--- src/iesf_pkg.sv ---
// ----------------------------------------------------------------------------
// iesf_pkg
// shared types and constants for the inverse error sensor fusion smoother
// ----------------------------------------------------------------------------
package iesf_pkg;

	// apb register file
	localparam int PADDR_W = 4;
	localparam int PDATA_W = 32;
	localparam int EPS_W   = 16;
	localparam int CFG_W   = 17;

	// fixed point widths
	localparam int WGT_W   = 25;  // weight, at most 2^24
	localparam int SUMW_W  = 27;  // sum of three weights
	localparam int GAIN_W  = 17;  // q1.16 gain, at most one
	localparam int VAR_W   = 17;  // q1.16 variance

	localparam logic [GAIN_W-1:0] ONE_Q16    = 17'h10000;
	localparam logic [WGT_W-1:0]  WEIGHT_NUM = 25'h1000000;

	// register reset values
	localparam logic [EPS_W-1:0] RST_EPSILON    = 16'd256;
	localparam logic [CFG_W-1:0] RST_VAR_THRESH = 17'd32768;
	localparam logic [CFG_W-1:0] RST_GAIN_HIGH  = 17'd43691;
	localparam logic [CFG_W-1:0] RST_GAIN_LOW   = 17'd65536;
	localparam logic [VAR_W-1:0] RST_VARIANCE   = 17'h10000;

	typedef enum logic [1:0] {
		REG_EPSILON,
		REG_VAR_THRESH,
		REG_GAIN_HIGH,
		REG_GAIN_LOW
	} reg_idx_t;

	typedef struct packed {
		logic [EPS_W-1:0] epsilon;
		logic [CFG_W-1:0] var_thresh;
		logic [CFG_W-1:0] gain_high;
		logic [CFG_W-1:0] gain_low;
	} cfg_t;

	// controller to datapath
	typedef struct packed {
		logic       load;
		logic       err;
		logic       wstart;
		logic       wmul;
		logic       wacc;
		logic       fstart;
		logic       fzero;
		logic       fsign;
		logic       sgain;
		logic       smul;
		logic       supd;
		logic       oload;
		logic [1:0] idx;
	} cmd_t;

	// datapath to controller
	typedef struct packed {
		logic fuse_en;
		logic sel_ok;
		logic div_done;
		logic sumw_zero;
	} sts_t;

endpackage

--- src/iesf_regs.sv ---
// ----------------------------------------------------------------------------
// iesf_regs
// apb configuration registers: epsilon, variance threshold and the two gains
// ----------------------------------------------------------------------------
module iesf_regs (
	input  logic                         clk,
	input  logic                         arst_n,
	input  logic                         psel,
	input  logic                         penable,
	input  logic                         pwrite,
	input  logic [iesf_pkg::PADDR_W-1:0] paddr,
	input  logic [iesf_pkg::PDATA_W-1:0] pwdata,
	output logic [iesf_pkg::PDATA_W-1:0] prdata,
	output iesf_pkg::cfg_t               cfg
);

	iesf_pkg::cfg_t     cfg_q;
	iesf_pkg::reg_idx_t idx;
	logic               wr_en;

	assign idx   = iesf_pkg::reg_idx_t'(paddr[iesf_pkg::PADDR_W-1:2]);
	assign wr_en = psel && penable && pwrite;
	assign cfg   = cfg_q;

	always_ff @(posedge clk or negedge arst_n) begin
		if (!arst_n) begin
			cfg_q.epsilon    <= iesf_pkg::RST_EPSILON;
			cfg_q.var_thresh <= iesf_pkg::RST_VAR_THRESH;
			cfg_q.gain_high  <= iesf_pkg::RST_GAIN_HIGH;
			cfg_q.gain_low   <= iesf_pkg::RST_GAIN_LOW;
		end else if (wr_en) begin
			unique case (idx)
				iesf_pkg::REG_EPSILON:    cfg_q.epsilon    <= pwdata[iesf_pkg::EPS_W-1:0];
				iesf_pkg::REG_VAR_THRESH: cfg_q.var_thresh <= pwdata[iesf_pkg::CFG_W-1:0];
				iesf_pkg::REG_GAIN_HIGH:  cfg_q.gain_high  <= pwdata[iesf_pkg::CFG_W-1:0];
				iesf_pkg::REG_GAIN_LOW:   cfg_q.gain_low   <= pwdata[iesf_pkg::CFG_W-1:0];
			endcase
		end
	end

	always_comb begin
		unique case (idx)
			iesf_pkg::REG_EPSILON:
				prdata = {{(iesf_pkg::PDATA_W-iesf_pkg::EPS_W){1'b0}}, cfg_q.epsilon};
			iesf_pkg::REG_VAR_THRESH:
				prdata = {{(iesf_pkg::PDATA_W-iesf_pkg::CFG_W){1'b0}}, cfg_q.var_thresh};
			iesf_pkg::REG_GAIN_HIGH:
				prdata = {{(iesf_pkg::PDATA_W-iesf_pkg::CFG_W){1'b0}}, cfg_q.gain_high};
			iesf_pkg::REG_GAIN_LOW:
				prdata = {{(iesf_pkg::PDATA_W-iesf_pkg::CFG_W){1'b0}}, cfg_q.gain_low};
		endcase
	end

endmodule

--- src/iesf_div.sv ---
// ----------------------------------------------------------------------------
// iesf_div
// restoring unsigned divider, one quotient bit per cycle, shared by the
// weight and the fused mean divisions
// ----------------------------------------------------------------------------
module iesf_div #(
	parameter int DEN_W = 34,
	parameter int QUO_W = 32,
	localparam int CNT_W = $clog2(QUO_W + 1)
) (
	input  logic             clk,
	input  logic             arst_n,
	input  logic             start,
	input  logic [CNT_W-1:0] steps,
	input  logic [DEN_W-1:0] rem_init,
	input  logic [QUO_W-1:0] quo_init,
	input  logic [DEN_W-1:0] den,
	output logic             done,
	output logic [QUO_W-1:0] quo
);

	logic [DEN_W-1:0] rem_q;
	logic [QUO_W-1:0] quo_q;
	logic [DEN_W-1:0] den_q;
	logic [CNT_W-1:0] cnt_q;
	logic             run_q;
	logic             done_q;

	logic [DEN_W:0]   shifted;
	logic [DEN_W:0]   sub;
	logic             ge;

	// shift in the next numerator bit and try the subtract
	assign shifted = {rem_q, quo_q[QUO_W-1]};
	assign sub     = shifted - {1'b0, den_q};
	assign ge      = shifted >= {1'b0, den_q};

	always_ff @(posedge clk or negedge arst_n) begin
		if (!arst_n) begin
			run_q  <= 1'b0;
			done_q <= 1'b0;
			cnt_q  <= '0;
		end else begin
			done_q <= 1'b0;
			if (start) begin
				run_q <= 1'b1;
				cnt_q <= steps;
			end else if (run_q) begin
				cnt_q <= cnt_q - 1'b1;
				if (cnt_q == CNT_W'(1)) begin
					run_q  <= 1'b0;
					done_q <= 1'b1;
				end
			end
		end
	end

	always_ff @(posedge clk) begin
		if (start) begin
			rem_q <= rem_init;
			quo_q <= quo_init;
			den_q <= den;
		end else if (run_q) begin
			rem_q <= ge ? sub[DEN_W-1:0] : shifted[DEN_W-1:0];
			quo_q <= {quo_q[QUO_W-2:0], ge};
		end
	end

	assign done = done_q;
	assign quo  = quo_q;

endmodule

--- src/iesf_dp.sv ---
// ----------------------------------------------------------------------------
// iesf_dp
// datapath: input capture, weight and mean division, weighted sums and the
// gain-switched smoother state
// ----------------------------------------------------------------------------
module iesf_dp #(
	parameter int ANGLE_WIDTH = 16
) (
	input  logic                          clk,
	input  logic                          arst_n,
	input  iesf_pkg::cmd_t                cmd,
	output iesf_pkg::sts_t                sts,
	input  iesf_pkg::cfg_t                cfg,
	input  logic signed [ANGLE_WIDTH-1:0] sensor_a_value,
	input  logic signed [ANGLE_WIDTH-1:0] sensor_b_value,
	input  logic signed [ANGLE_WIDTH-1:0] sensor_c_value,
	input  logic                          sensor_a_ok,
	input  logic                          sensor_b_ok,
	input  logic                          sensor_c_ok,
	input  logic signed [ANGLE_WIDTH-1:0] median_angle,
	input  logic [1:0]                    valid_count,
	output logic signed [ANGLE_WIDTH-1:0] fused_angle,
	output logic signed [ANGLE_WIDTH-1:0] smoothed_angle
);

	localparam int AW      = ANGLE_WIDTH;
	localparam int WGT_W   = iesf_pkg::WGT_W;
	localparam int SUMW_W  = iesf_pkg::SUMW_W;
	localparam int GAIN_W  = iesf_pkg::GAIN_W;
	localparam int VAR_W   = iesf_pkg::VAR_W;
	localparam int ERR_W   = AW + 1;
	localparam int DENW_W  = ((ERR_W > iesf_pkg::EPS_W) ? ERR_W : iesf_pkg::EPS_W) + 1;
	localparam int DEN_W   = (DENW_W > SUMW_W) ? DENW_W : SUMW_W;
	localparam int PROD_W  = AW + WGT_W;
	localparam int ACC_W   = PROD_W + 2;
	localparam int QUO_W   = (AW > WGT_W) ? AW : WGT_W;
	localparam int CNT_W   = $clog2(QUO_W + 1);
	localparam int P1_W    = AW + GAIN_W + 2;
	localparam int P2_W    = 2 * VAR_W;

	// captured item
	logic signed [AW-1:0]     x_q [3];
	logic [2:0]               ok_q;
	logic signed [AW-1:0]     med_q;
	logic                     fuse_en_q;

	// weight loop
	logic [ERR_W-1:0]         err_q;
	logic                     den_zero_q;
	logic [WGT_W-1:0]         w_q;
	logic signed [PROD_W-1:0] prod_q;
	logic [SUMW_W-1:0]        sum_w_q;
	logic signed [ACC_W-1:0]  sum_wx_q;
	logic                     neg_q;
	logic signed [AW-1:0]     fused_q;

	// smoother
	logic [GAIN_W-1:0]        gain_q;
	logic signed [AW:0]       diff_q;
	logic signed [P1_W-1:0]   p1_q;
	logic [P2_W-1:0]          p2_q;
	logic signed [AW-1:0]     est_q;
	logic [VAR_W-1:0]         var_q;

	logic signed [AW-1:0]     out_fused_q;
	logic signed [AW-1:0]     out_smooth_q;

	logic signed [AW-1:0]     x_sel;
	logic                     ok_sel;
	logic signed [AW:0]       d;
	logic [ERR_W-1:0]         err_abs;
	logic [DEN_W-1:0]         den_w;
	logic [ACC_W-1:0]         mag;
	logic [WGT_W-1:0]         w;
	logic signed [PROD_W:0]   prod_full;
	logic [GAIN_W-1:0]        gain_sel;
	logic [GAIN_W-1:0]        one_minus;
	logic signed [P1_W-1:0]   p1_full;
	logic signed [AW+2:0]     step;
	logic [AW-1:0]            q_mag;

	logic                     div_start;
	logic [CNT_W-1:0]         div_steps;
	logic [DEN_W-1:0]         div_rem_init;
	logic [QUO_W-1:0]         div_quo_init;
	logic [DEN_W-1:0]         div_den;
	logic                     div_done;
	logic [QUO_W-1:0]         div_quo;

	always_comb begin
		case (cmd.idx)
			2'd1: begin
				x_sel  = x_q[1];
				ok_sel = ok_q[1];
			end
			2'd2: begin
				x_sel  = x_q[2];
				ok_sel = ok_q[2];
			end
			default: begin
				x_sel  = x_q[0];
				ok_sel = ok_q[0];
			end
		endcase
	end

	// |x - median| needs one bit more than the angle
	assign d       = {x_sel[AW-1], x_sel} - {med_q[AW-1], med_q};
	assign err_abs = d[AW] ? ERR_W'(-d) : ERR_W'(d);
	assign den_w   = DEN_W'(err_q) + DEN_W'(cfg.epsilon);

	assign mag = sum_wx_q[ACC_W-1] ? ACC_W'(-sum_wx_q) : ACC_W'(sum_wx_q);

	// divider operand select: mean division when fstart, else weight
	assign div_start = cmd.wstart || cmd.fstart;
	always_comb begin
		if (cmd.fstart) begin
			div_steps    = CNT_W'(AW);
			div_rem_init = DEN_W'(mag[ACC_W-1:AW]);
			div_quo_init = QUO_W'(mag[AW-1:0]) << (QUO_W - AW);
			div_den      = DEN_W'(sum_w_q);
		end else begin
			div_steps    = CNT_W'(WGT_W);
			div_rem_init = '0;
			div_quo_init = QUO_W'(1) << (QUO_W - 1);
			div_den      = den_w;
		end
	end

	iesf_div #(
		.DEN_W (DEN_W),
		.QUO_W (QUO_W)
	) u_div (
		.clk      (clk),
		.arst_n   (arst_n),
		.start    (div_start),
		.steps    (div_steps),
		.rem_init (div_rem_init),
		.quo_init (div_quo_init),
		.den      (div_den),
		.done     (div_done),
		.quo      (div_quo)
	);

	assign w         = den_zero_q ? iesf_pkg::WEIGHT_NUM : div_quo[WGT_W-1:0];
	assign prod_full = $signed({1'b0, w}) * x_sel;
	assign q_mag     = div_quo[AW-1:0];

	assign gain_sel  = (var_q > cfg.var_thresh) ? cfg.gain_high : cfg.gain_low;
	assign one_minus = iesf_pkg::ONE_Q16 - gain_q;
	assign p1_full   = $signed({1'b0, gain_q}) * diff_q;
	// top bits of the product give floor division by 2^16
	assign step      = p1_q[P1_W-1:GAIN_W-1];

	always_ff @(posedge clk or negedge arst_n) begin
		if (!arst_n) begin
			est_q <= '0;
			var_q <= iesf_pkg::RST_VARIANCE;
		end else if (cmd.supd) begin
			est_q <= est_q + step[AW-1:0];
			var_q <= p2_q[VAR_W+15:16];
		end
	end

	always_ff @(posedge clk) begin
		if (cmd.load) begin
			x_q[0]    <= sensor_a_value;
			x_q[1]    <= sensor_b_value;
			x_q[2]    <= sensor_c_value;
			ok_q      <= {sensor_c_ok, sensor_b_ok, sensor_a_ok};
			med_q     <= median_angle;
			fuse_en_q <= (valid_count != 2'd0) && (sensor_a_ok || sensor_b_ok || sensor_c_ok);
			sum_w_q   <= '0;
			sum_wx_q  <= '0;
		end
		if (cmd.err)
			err_q <= err_abs;
		if (cmd.wstart)
			den_zero_q <= (den_w == '0);
		if (cmd.wmul) begin
			w_q    <= w;
			prod_q <= prod_full[PROD_W-1:0];
		end
		if (cmd.wacc) begin
			sum_w_q  <= sum_w_q + SUMW_W'(w_q);
			sum_wx_q <= sum_wx_q + {{(ACC_W-PROD_W){prod_q[PROD_W-1]}}, prod_q};
		end
		if (cmd.fstart)
			neg_q <= sum_wx_q[ACC_W-1];
		if (cmd.fzero)
			fused_q <= '0;
		else if (cmd.fsign)
			fused_q <= neg_q ? $signed(-q_mag) : $signed(q_mag);
		if (cmd.sgain) begin
			gain_q <= (gain_sel > iesf_pkg::ONE_Q16) ? iesf_pkg::ONE_Q16 : gain_sel;
			diff_q <= {fused_q[AW-1], fused_q} - {est_q[AW-1], est_q};
		end
		if (cmd.smul) begin
			p1_q <= p1_full;
			p2_q <= var_q * one_minus;
		end
		if (cmd.oload) begin
			out_fused_q  <= fused_q;
			out_smooth_q <= est_q;
		end
	end

	assign sts.fuse_en   = fuse_en_q;
	assign sts.sel_ok    = ok_sel;
	assign sts.div_done  = div_done;
	assign sts.sumw_zero = (sum_w_q == '0);

	assign fused_angle    = out_fused_q;
	assign smoothed_angle = out_smooth_q;

endmodule

--- src/iesf_ctrl.sv ---
// ----------------------------------------------------------------------------
// iesf_ctrl
// sequencer: walks the three sensors, the mean division and the smoother
// update, and owns the input and output handshakes
// ----------------------------------------------------------------------------
module iesf_ctrl (
	input  logic           clk,
	input  logic           arst_n,
	input  logic           in_valid,
	output logic           in_ready,
	output logic           out_valid,
	input  logic           out_ready,
	input  iesf_pkg::sts_t sts,
	output iesf_pkg::cmd_t cmd
);

	typedef enum logic [3:0] {
		ST_IDLE,
		ST_W_CHK,
		ST_W_ERR,
		ST_W_START,
		ST_W_DIV,
		ST_W_MUL,
		ST_W_ACC,
		ST_F_START,
		ST_F_DIV,
		ST_F_SIGN,
		ST_S_GAIN,
		ST_S_MUL,
		ST_S_UPD,
		ST_S_OUT
	} state_t;

	localparam logic [1:0] LAST_IDX = 2'd2;

	state_t     state_q;
	logic [1:0] idx_q;
	logic       out_valid_q;
	logic       out_free;

	assign out_free = !out_valid_q || out_ready;

	always_ff @(posedge clk or negedge arst_n) begin
		if (!arst_n) begin
			state_q     <= ST_IDLE;
			idx_q       <= '0;
			out_valid_q <= 1'b0;
		end else begin
			if (out_valid_q && out_ready)
				out_valid_q <= 1'b0;
			unique case (state_q)
				ST_IDLE: begin
					if (in_valid) begin
						idx_q   <= '0;
						state_q <= ST_W_CHK;
					end
				end
				ST_W_CHK: begin
					if (!sts.fuse_en)
						state_q <= ST_F_START;
					else if (sts.sel_ok)
						state_q <= ST_W_ERR;
					else if (idx_q == LAST_IDX)
						state_q <= ST_F_START;
					else
						idx_q <= idx_q + 2'd1;
				end
				ST_W_ERR:   state_q <= ST_W_START;
				ST_W_START: state_q <= ST_W_DIV;
				ST_W_DIV: begin
					if (sts.div_done)
						state_q <= ST_W_MUL;
				end
				ST_W_MUL:   state_q <= ST_W_ACC;
				ST_W_ACC: begin
					if (idx_q == LAST_IDX) begin
						state_q <= ST_F_START;
					end else begin
						idx_q   <= idx_q + 2'd1;
						state_q <= ST_W_CHK;
					end
				end
				ST_F_START: begin
					if (sts.fuse_en && !sts.sumw_zero)
						state_q <= ST_F_DIV;
					else
						state_q <= ST_S_GAIN;
				end
				ST_F_DIV: begin
					if (sts.div_done)
						state_q <= ST_F_SIGN;
				end
				ST_F_SIGN:  state_q <= ST_S_GAIN;
				ST_S_GAIN:  state_q <= ST_S_MUL;
				ST_S_MUL:   state_q <= ST_S_UPD;
				ST_S_UPD:   state_q <= ST_S_OUT;
				ST_S_OUT: begin
					if (out_free) begin
						out_valid_q <= 1'b1;
						state_q     <= ST_IDLE;
					end
				end
				default:    state_q <= ST_IDLE;
			endcase
		end
	end

	always_comb begin
		cmd     = '0;
		cmd.idx = idx_q;
		unique case (state_q)
			ST_IDLE:    cmd.load   = in_valid;
			ST_W_ERR:   cmd.err    = 1'b1;
			ST_W_START: cmd.wstart = 1'b1;
			ST_W_MUL:   cmd.wmul   = 1'b1;
			ST_W_ACC:   cmd.wacc   = 1'b1;
			ST_F_START: begin
				cmd.fstart = sts.fuse_en && !sts.sumw_zero;
				cmd.fzero  = !(sts.fuse_en && !sts.sumw_zero);
			end
			ST_F_SIGN:  cmd.fsign  = 1'b1;
			ST_S_GAIN:  cmd.sgain  = 1'b1;
			ST_S_MUL:   cmd.smul   = 1'b1;
			ST_S_UPD:   cmd.supd   = 1'b1;
			ST_S_OUT:   cmd.oload  = out_free;
			default:    cmd.load   = 1'b0;
		endcase
	end

	assign in_ready  = (state_q == ST_IDLE);
	assign out_valid = out_valid_q;

endmodule

--- src/inverse_error_sensor_fusion_smoother_top.sv ---
// ----------------------------------------------------------------------------
// inverse_error_sensor_fusion_smoother_top
// inverse-error weighted fusion of three angle readings and a gain-switched
// one-state smoother, one result transfer per input transfer
// ----------------------------------------------------------------------------
// sequence: for each valid reading the error, a bit-serial weight division,
//   a multiply and an accumulate, while an invalid reading is skipped; then,
//   if any weight was summed, the mean division, and the smoother update
// throughput: one item at a time; the shared divider and the sequencer set
//   the rate, and a new item is taken while a finished result still waits
// reset: arst_n clears the sequencer, sets estimate to zero, variance to one
//   and the four registers to their defaults
module inverse_error_sensor_fusion_smoother_top #(
	parameter int ANGLE_WIDTH = 16
) (
	input  logic                         clk,
	input  logic                         arst_n,

	// apb configuration port
	input  logic                         psel,
	input  logic                         penable,
	input  logic                         pwrite,
	input  logic [iesf_pkg::PADDR_W-1:0] paddr,
	input  logic [iesf_pkg::PDATA_W-1:0] pwdata,
	output logic [iesf_pkg::PDATA_W-1:0] prdata,
	output logic                         pready,

	// input channel
	input  logic                          in_valid,
	output logic                          in_ready,
	input  logic signed [ANGLE_WIDTH-1:0] sensor_a_value,
	input  logic signed [ANGLE_WIDTH-1:0] sensor_b_value,
	input  logic signed [ANGLE_WIDTH-1:0] sensor_c_value,
	input  logic                          sensor_a_ok,
	input  logic                          sensor_b_ok,
	input  logic                          sensor_c_ok,
	input  logic signed [ANGLE_WIDTH-1:0] median_angle,
	input  logic [1:0]                    valid_count,

	// output channel
	output logic                          out_valid,
	input  logic                          out_ready,
	output logic signed [ANGLE_WIDTH-1:0] fused_angle,
	output logic signed [ANGLE_WIDTH-1:0] smoothed_angle
);

	iesf_pkg::cfg_t cfg;
	iesf_pkg::cmd_t cmd;
	iesf_pkg::sts_t sts;

	// register writes never stall
	assign pready = 1'b1;

	// configuration registers; the user must write them only while the block is idle, the block does not enforce it
	iesf_regs u_regs (
		.clk     (clk),
		.arst_n  (arst_n),
		.psel    (psel),
		.penable (penable),
		.pwrite  (pwrite),
		.paddr   (paddr),
		.pwdata  (pwdata),
		.prdata  (prdata),
		.cfg     (cfg)
	);

	// sequencer: accepts a transfer in idle, steps through the three
	// weights, the mean division and the smoother, then hands the result
	// to the output register as soon as it is free
	iesf_ctrl u_ctrl (
		.clk       (clk),
		.arst_n    (arst_n),
		.in_valid  (in_valid),
		.in_ready  (in_ready),
		.out_valid (out_valid),
		.out_ready (out_ready),
		.sts       (sts),
		.cmd       (cmd)
	);

	// arithmetic: shared restoring divider, the weight and smoother multipliers
	// and the output register that decouples the two channels
	iesf_dp #(
		.ANGLE_WIDTH (ANGLE_WIDTH)
	) u_dp (
		.clk            (clk),
		.arst_n         (arst_n),
		.cmd            (cmd),
		.sts            (sts),
		.cfg            (cfg),
		.sensor_a_value (sensor_a_value),
		.sensor_b_value (sensor_b_value),
		.sensor_c_value (sensor_c_value),
		.sensor_a_ok    (sensor_a_ok),
		.sensor_b_ok    (sensor_b_ok),
		.sensor_c_ok    (sensor_c_ok),
		.median_angle   (median_angle),
		.valid_count    (valid_count),
		.fused_angle    (fused_angle),
		.smoothed_angle (smoothed_angle)
	);

endmodule

--- config.mk ---
export PLATFORM = sky130hd
export DESIGN_NAME = inverse_error_sensor_fusion_smoother_top
export DESIGN_NICKNAME = d
export VERILOG_FILES = /design/src/iesf_pkg.sv /design/src/iesf_regs.sv /design/src/iesf_div.sv /design/src/iesf_dp.sv /design/src/iesf_ctrl.sv /design/src/inverse_error_sensor_fusion_smoother_top.sv
export SDC_FILE = /design/constraint.sdc
export NUM_CORES = 2
export LEC_CHECK = 0
export BUFFER_PORTS_ARGS = -buffer_cell sky130_fd_sc_hd__buf_2
export CAP_MARGIN = 10
export CORE_MARGIN = 2
export CORE_UTILIZATION = 30
export CTS_CLUSTER_DIAMETER = 200
export CTS_CLUSTER_SIZE = 16
export DETAILED_ROUTE_END_ITERATION = 8
export PLACE_DENSITY = 0.41
export SLEW_MARGIN = 20
export SYNTH_ARGS = -nofsm -noshare
export SYNTH_HDL_FRONTEND = slang
export SYNTH_SLANG_ARGS = --single-unit
--- constraint.sdc ---
create_clock -name clk -period 9.6 [get_ports clk]
set_input_delay 0.96 -clock clk [delete_from_list [all_inputs] [get_ports clk]]
set_output_delay 0.96 -clock clk [all_outputs]
set_load 0.03 [all_outputs]
[After elaboration in Yosys (flattened, before gate mapping)]
Memories as Yosys holds them, arrays and structs flattened.
Index checks and enable logic that the tools add are counted.
Storage, ports and cells
  register bits: 515
  memory bits (writable): 48
  bits of input ports: 112
  output and inout bits: 67
  logic and storage cells: 165
  memories: 1
Cells by class
  add/sub/neg operators: 13
  multipliers: 3
  magnitude comparators: 3
  equal/unequal tests: 26
  mux-type cells: 60
  reductions and logical operators: 26
Memory list
  u_dp.x_q: depth 3, bits a word 16, rd ports 3, clocked after memory_dff 0, write ports 3, line iesf_dp.sv:42  | logic signed [AW-1:0] x_q [3];
Operators with widths (number)
  $mux 27: 7
  $mux 43: 3
  $pmux 32 s4: 1
  $mux 25: 4
  $pmux 4 s14: 1
  $logic_not 27->1: 2
  $add 43x43->43: 1
  $neg 43->43: 1
  $mul 26x16->41: 1
  $sub 16x16->17: 2
  $mul 17x17->33: 1
  $mul 18x17->32: 1
  $mux 16: 2
  $mux 4: 8
  $pmux 16 s2: 1
  $ge 28x27->1: 1
  $add 27x25->27: 1
  $sub 27x27->27: 1
  $eq 4x4->1 const B: 6
  $mux 1: 21
  $add 17x16->18: 1
  $gt 17x17->1: 1
  $gt 17x17->1 const B: 1
  $mux 17: 1
  30 further kinds: 61

[Depth between registers and ports, before layout]
  depth after elaboration: 7
  depth in mapped cells: 32
  depth with buffers taken out: 29

[Modules after synthesis]
A second synthesis with hierarchy kept.
Unflattened totals
  cell total of the unflattened synthesis: 6296
  area total of the unflattened synthesis: 60743.3 sq um
Modules (own cells, without submodules)
  iesf_dp: instances 1, cells an instance 5555, area an instance 51815.9 sq um, sequential area each 10816.6 sq um
  iesf_div: instances 1, cells an instance 476, area an instance 5198.7 sq um, sequential area each 2547.4 sq um
  iesf_regs: instances 1, cells an instance 187, area an instance 3095.5 sq um, sequential area each 1691.6 sq um
  iesf_ctrl: instances 1, cells an instance 76, area an instance 621.8 sq um, sequential area each 175.2 sq um
  inverse_error_sensor_fusion_smoother_top: instances 1, cells an instance 2, area an instance 11.3 sq um, sequential area each 0.0 sq um

[Worst setup path before layout]
No wires, ideal clock.
  path kind: flip-flop to flip-flop
  start point: register u_ctrl.idx_q[0]
  end point: register u_dp.prod_q[40] (data pin)
  library setup time: 0.265 ns
  arrival: 7.605 ns
  data required time: 9.335 ns
  setup slack: 1.729 ns
  stages on the path, launching flop included: 29
  path buffers: 4
  clock period less this slack: 7.871 ns
  cells stage by stage: dfrtp_1 -> inv_1 -> ha_1 -> clkbuf_1 -> clkbuf_1 -> buf_1 -> nand2_1 -> o21ai_1 -> clkbuf_1 -> nand2_1 -> fa_1 -> fa_1 -> fa_1 -> inv_1 -> fa_1 -> fa_1 -> inv_1 -> fa_1 -> inv_1 -> ha_1 -> and3_1 -> a221o_1 -> a21oi_1 -> a31oi_1 -> o41ai_2 -> o21ai_1 -> o211a_1 -> a221oi_1 -> xnor2_1
On the way
  word-level cells in the longest chain between the ends: 3
  elaborated cells on any way between the ends: 4
  those cells by class: 1 x mul; 2 x eq/ne; 1 x mux
RTL lines
  from (decl): line iesf_ctrl.sv:37  | logic [1:0] idx_q;
  from (signal assigned): line iesf_ctrl.sv:66  | idx_q <= idx_q + 2'd1;
  from (signal assigned): line iesf_ctrl.sv:79  | idx_q <= idx_q + 2'd1;
  $eq 2x2->1 or $eq 2x1->1 (tied branches): line iesf_dp.sv:91  | case (cmd.idx)
  $pmux 16 s2 *: line iesf_dp.sv:91
  $mul 26x16->41 *: line iesf_dp.sv:146  | assign prod_full = $signed({1'b0, w}) * x_sel;
  via u_dp.prod_full[40]: line iesf_dp.sv:75  | logic signed [PROD_W:0] prod_full;
  to (signal assigned): line iesf_dp.sv:182  | prod_q <= prod_full[PROD_W-1:0];
  to (decl): line iesf_dp.sv:51  | logic signed [PROD_W-1:0] prod_q;
Mark *: on every way through the listed nets, which the timed path passes. The rest lies on a longest branch.
A chain may end at the register's enable or synchronous reset.

[Worst setup path in the final report]
  start point: register u_dp.gain_q[2]
  end point: register u_dp.p2_q[32] (data pin)
On the way
  word-level cells in the longest chain between the ends: 2
RTL lines
  from (decl): line iesf_dp.sv:58  | logic [GAIN_W-1:0] gain_q;
  from (signal assigned): line iesf_dp.sv:195  | gain_q <= (gain_sel > iesf_pkg::ONE_Q16) ? iesf_pkg::ONE_Q16 : gain_sel;
  $sub 17x17->17: line iesf_dp.sv:150  | assign one_minus = iesf_pkg::ONE_Q16 - gain_q;
  $mul 17x17->33: line iesf_dp.sv:200  | p2_q <= var_q * one_minus;
  to (signal assigned): line iesf_dp.sv:200
  to (decl): line iesf_dp.sv:61  | logic [P2_W-1:0] p2_q;
No other way between the ends.

==> results.txt <==
The run finished with clean final reports. Entering global routing, the biggest net connects 79 pins. The root cell of the clock tree is clkbuf_16.

STA classifies the critical path endpoint as a flop. The actual transition at the worst max-transition pin came out at between 1000 and 1500 ps. Setup repair after global routing left no endpoint under its margin. The total clock buffers created by CTS came out at 39.

Setup violations remaining at the end of the flow were counted as 0. The setup path with the least slack is of type reg -> reg. The reported max-cap violation count is 0. The biggest area contributor in the post-synthesis netlist is fa_1.

The detailed-route vias per instance is ~4.7. The placeable core area came out at between 0.15 and 0.2 mm2. Ranked by total cell area, the synthesized netlist is headed by fa_1 (26%), edfxtp_1 (20%), ha_1 (11%).

In the detailed route, the total length drawn on met3 is between 5 and 6 mm. The number of cells on the worst reg-to-reg path is 27. The clock transition at the register clock pins on the worst setup and hold paths after CTS is around 90 ps.

Of all nets on the critical path, the largest fanout is 10. The number of warnings reported in the yosys synthesis log came out at 0. The number of max-slew violations in the final report came out at 0. The tightest min-delay check is of the in -> async type. The number of buffers on the longest clock path is 3. The filler cell count came out at 20800. The cell count after synthesis is around 6300. The reg-to-reg setup timing slack came out at about 770 ps.

The finished cells cover 0.0655 mm2. The maximum level of the CTS H-tree is 2. The synthesis-stage register bit count came out at between 500 and 600. The source-to-sink clock delay at the later pin of the worst-skew pair is 660 ps.

The data arrival time at the worst-slack endpoint is 9210 ps. The final period utilization is approximately 92%. The worst path in the final design needs a cycle of 8830 ps, including I/O delays and setup.

The total length of routed met2 wires came out at approximately 96 mm. The area share of the largest cell type after synthesis is about a quarter. Counting flops with an async set or reset pin after synthesis yields a share of 21.5%. The final number of hold-violating endpoints came out at 0. The vias after detailed routing came out at 43000.

The number of ports placed on the die boundary is ~180. Row generation in the floorplan step produced around 160 rows. The x dimension of the die came out at 451 um. Of the synthesized area, sequential elements account for 25.4%.

For this run, the leading register cell type out of synthesis is edfxtp_1. The layout net count came out at just under 8000. The number of setup buffers added after CTS came out at 0. The floorplan step defined a die boundary enclosing approximately 0.20 mm2. The count of different cell masters after synthesis is 85. Measured against its own limit, the worst slew margin works out to a little under a fifth. The final routed wirelength across all metal layers is 188 mm. The final setup skew came out at 82.1 ps.

The top achievable clock speed is 113 MHz. The count of clock tree sinks came out at 531. The endpoint identified for the worst register-to-register timing path is u_dp.p2_q[32]. By count the netlist is led by inv_1 (1117), nand2_1 (813), fa_1 (771). The post-cts gate resize count is 0. The total routing usage reported by global routing is roughly 19%. The die boundary height came out at ~450 um. The number of synthesized flops with an enable pin came out at 401. The number of optimization iterations in the first detailed-route pass came out at 6.

The post-synthesis instance area came out at between 0.06 and 0.07 mm2. The per-cell routed wire length came out at between 20 and 25 um. The wire length of the first global-routing pass came out at roughly 290 mm. Summed over all failing endpoints, the final setup total negative slack is 0 ps.

The startpoint identified for the worst register-to-register timing path is u_dp.gain_q[2]. The CTS tree is built. The via count of the first global-routing pass came out at 45600.

The hold slack came out at 293 ps. The placed instances occupy a cell area of about 0.064 mm2. The initial antenna violation count came out at 9. During placement, the flow inserted port buffers numbering ~150. By instance count, the leading cell after synthesis is inv_1.

The remaining design rule violation count came out at 0. STA classifies the critical path startpoint as a flop. Once detail routing completed, the nets flagged for antenna violations numbered 0. Global routing finished with a remaining overflow of 0. The mean instance size in the synthesized netlist is 9.54 um2. The length of routed wiring on met1 is 79.2 mm. The number of hold buffers added after CTS came out at 0. The congestion estimate from routability-driven global placement came to between 0.8 and 0.9. The highest layer touched by signal routing is met5. The HPWL after detailed placement is around 150 mm.

The ratio of cells with drive above 1 in the final layout is 7.19%. In this run, the number of DRC markers left after iteration 0 of detailed routing was around 2300. The synthesis-to-layout area growth is 9.00%. The worst path required time is around 10000 ps. The starting utilization of the core area came out at a little under a third.
per-stage QoR:
step	setup WS, ps	instances	util (%)
2_1_floorplan	1730	6310	-
3_3_place_gp	825	8993	32.2
3_5_place_dp	799	8993	32.2
4_1_cts	728	9064	32.8
5_1_grt	336	9069	32.8
6_report	766	9072	32.8
flip-flops by register name, indices dropped and copies added, names as in the netlist, 25 cells and up:
register / count
u_dp.prod_q: 41
u_dp.sum_w_q: 27
u_dp.u_div.den_q: 27
u_dp.w_q: 25
u_regs.cfg: 67
u_dp.x_q: 48
u_dp.sum_wx_q: 43
u_dp.u_div.quo: 25
u_dp.u_div.rem_q: 27
critical path, stage by stage, from the launching register on:
cell      delay [ps]
edfxtp_1         380
or4_1            640
nor4_2           260
nand3_1          280
nor3_1           250
xnor2_1          530
buf_4            340
and2_1           160
fa_1             400
inv_1             70
fa_1             440
fa_1             550
inv_1             70
fa_1             440
fa_1             520
inv_1             60
fa_1             540
inv_1             40
ha_1             370
a211oi_1         300
o21ai_0          160
a221o_1          400
and2_1           200
o31ai_1          370
o21ai_0          270
nor4_1           240
nor3_1           130
xnor2_1          140
how the worst max path moves through the flow:
stage	startpoint	end	slack [ps]	cells after the start
6_report	u_dp.gain_q[2]	u_dp.p2_q[32]	770	27
5_1_grt	u_dp.gain_q[2]	u_dp.p2_q[32]	340	27
4_1_cts	u_dp.gain_q[2]	u_dp.p2_q[32]	730	27
3_5_place_dp	u_dp.gain_q[2]	u_dp.p2_q[32]	800	27
3_3_place_gp	u_dp.gain_q[2]	u_dp.p2_q[32]	820	27
2_1_floorplan	u_ctrl.idx_q[0]	u_dp.prod_q[40]	1730	28
per-layer routing:
layer	global-route usage, %	vias to the layer above
met5	0	-
met4	6.08	6
met3	1.74	250
met2	33.6	664
met1	23.0	21700
li1	-	20400
cells in the final DEF (no fill, tap or decap), drive strengths merged, types with 48 or more instances in the layout:
cell type and instances:
a21o 90, a21oi 178, and2 236, buf 286
clkbuf 68, dfrtp 101, edfxtp 401, fa 771
ha 525, inv 1118, mux2 54, nand2 813
nand2b 70, nand3 77, nor2 424, nor3 90
o21a 48, o21ai 180, xnor2 149, xor2 113
kinds of logic (layout without fill, tap and decap cells):
family | count (synthesis) | count (layout) | synth area share (%)
and+or+nand+nor | 1932 | 1932 | 14.8
buffers and inverters | 1397 | 1495 | 8.84
adders and majority gates | 1296 | 1296 | 36.6
AOI/OAI and AO/OA | 773 | 773 | 8.40
DFF | 531 | 531 | 25.4
xor gates and xnor gates | 262 | 262 | 3.82
muxes | 103 | 103 | 2.16
other | 2 | 24 | 0.0125
area by class of cell:
cell class / instances / area [um2] / share of cell area (%)
antenna: 8 / 20.0 / 0.0306
clock buffer: 68 / 1110 / 1.69
clock inverter: 3 / 41.3 / 0.0631
inverter: 1138 / 4270 / 6.52
multi-input combinational: 4382 / 39700 / 60.6
sequential: 531 / 15200 / 23.3
tap: 2656 / 3320 / 5.08
timing repair buffer: 286 / 1790 / 2.73
Power is not shown: default switching activity piles up to over one toggle a cycle in this logic, so the estimate is an artifact.
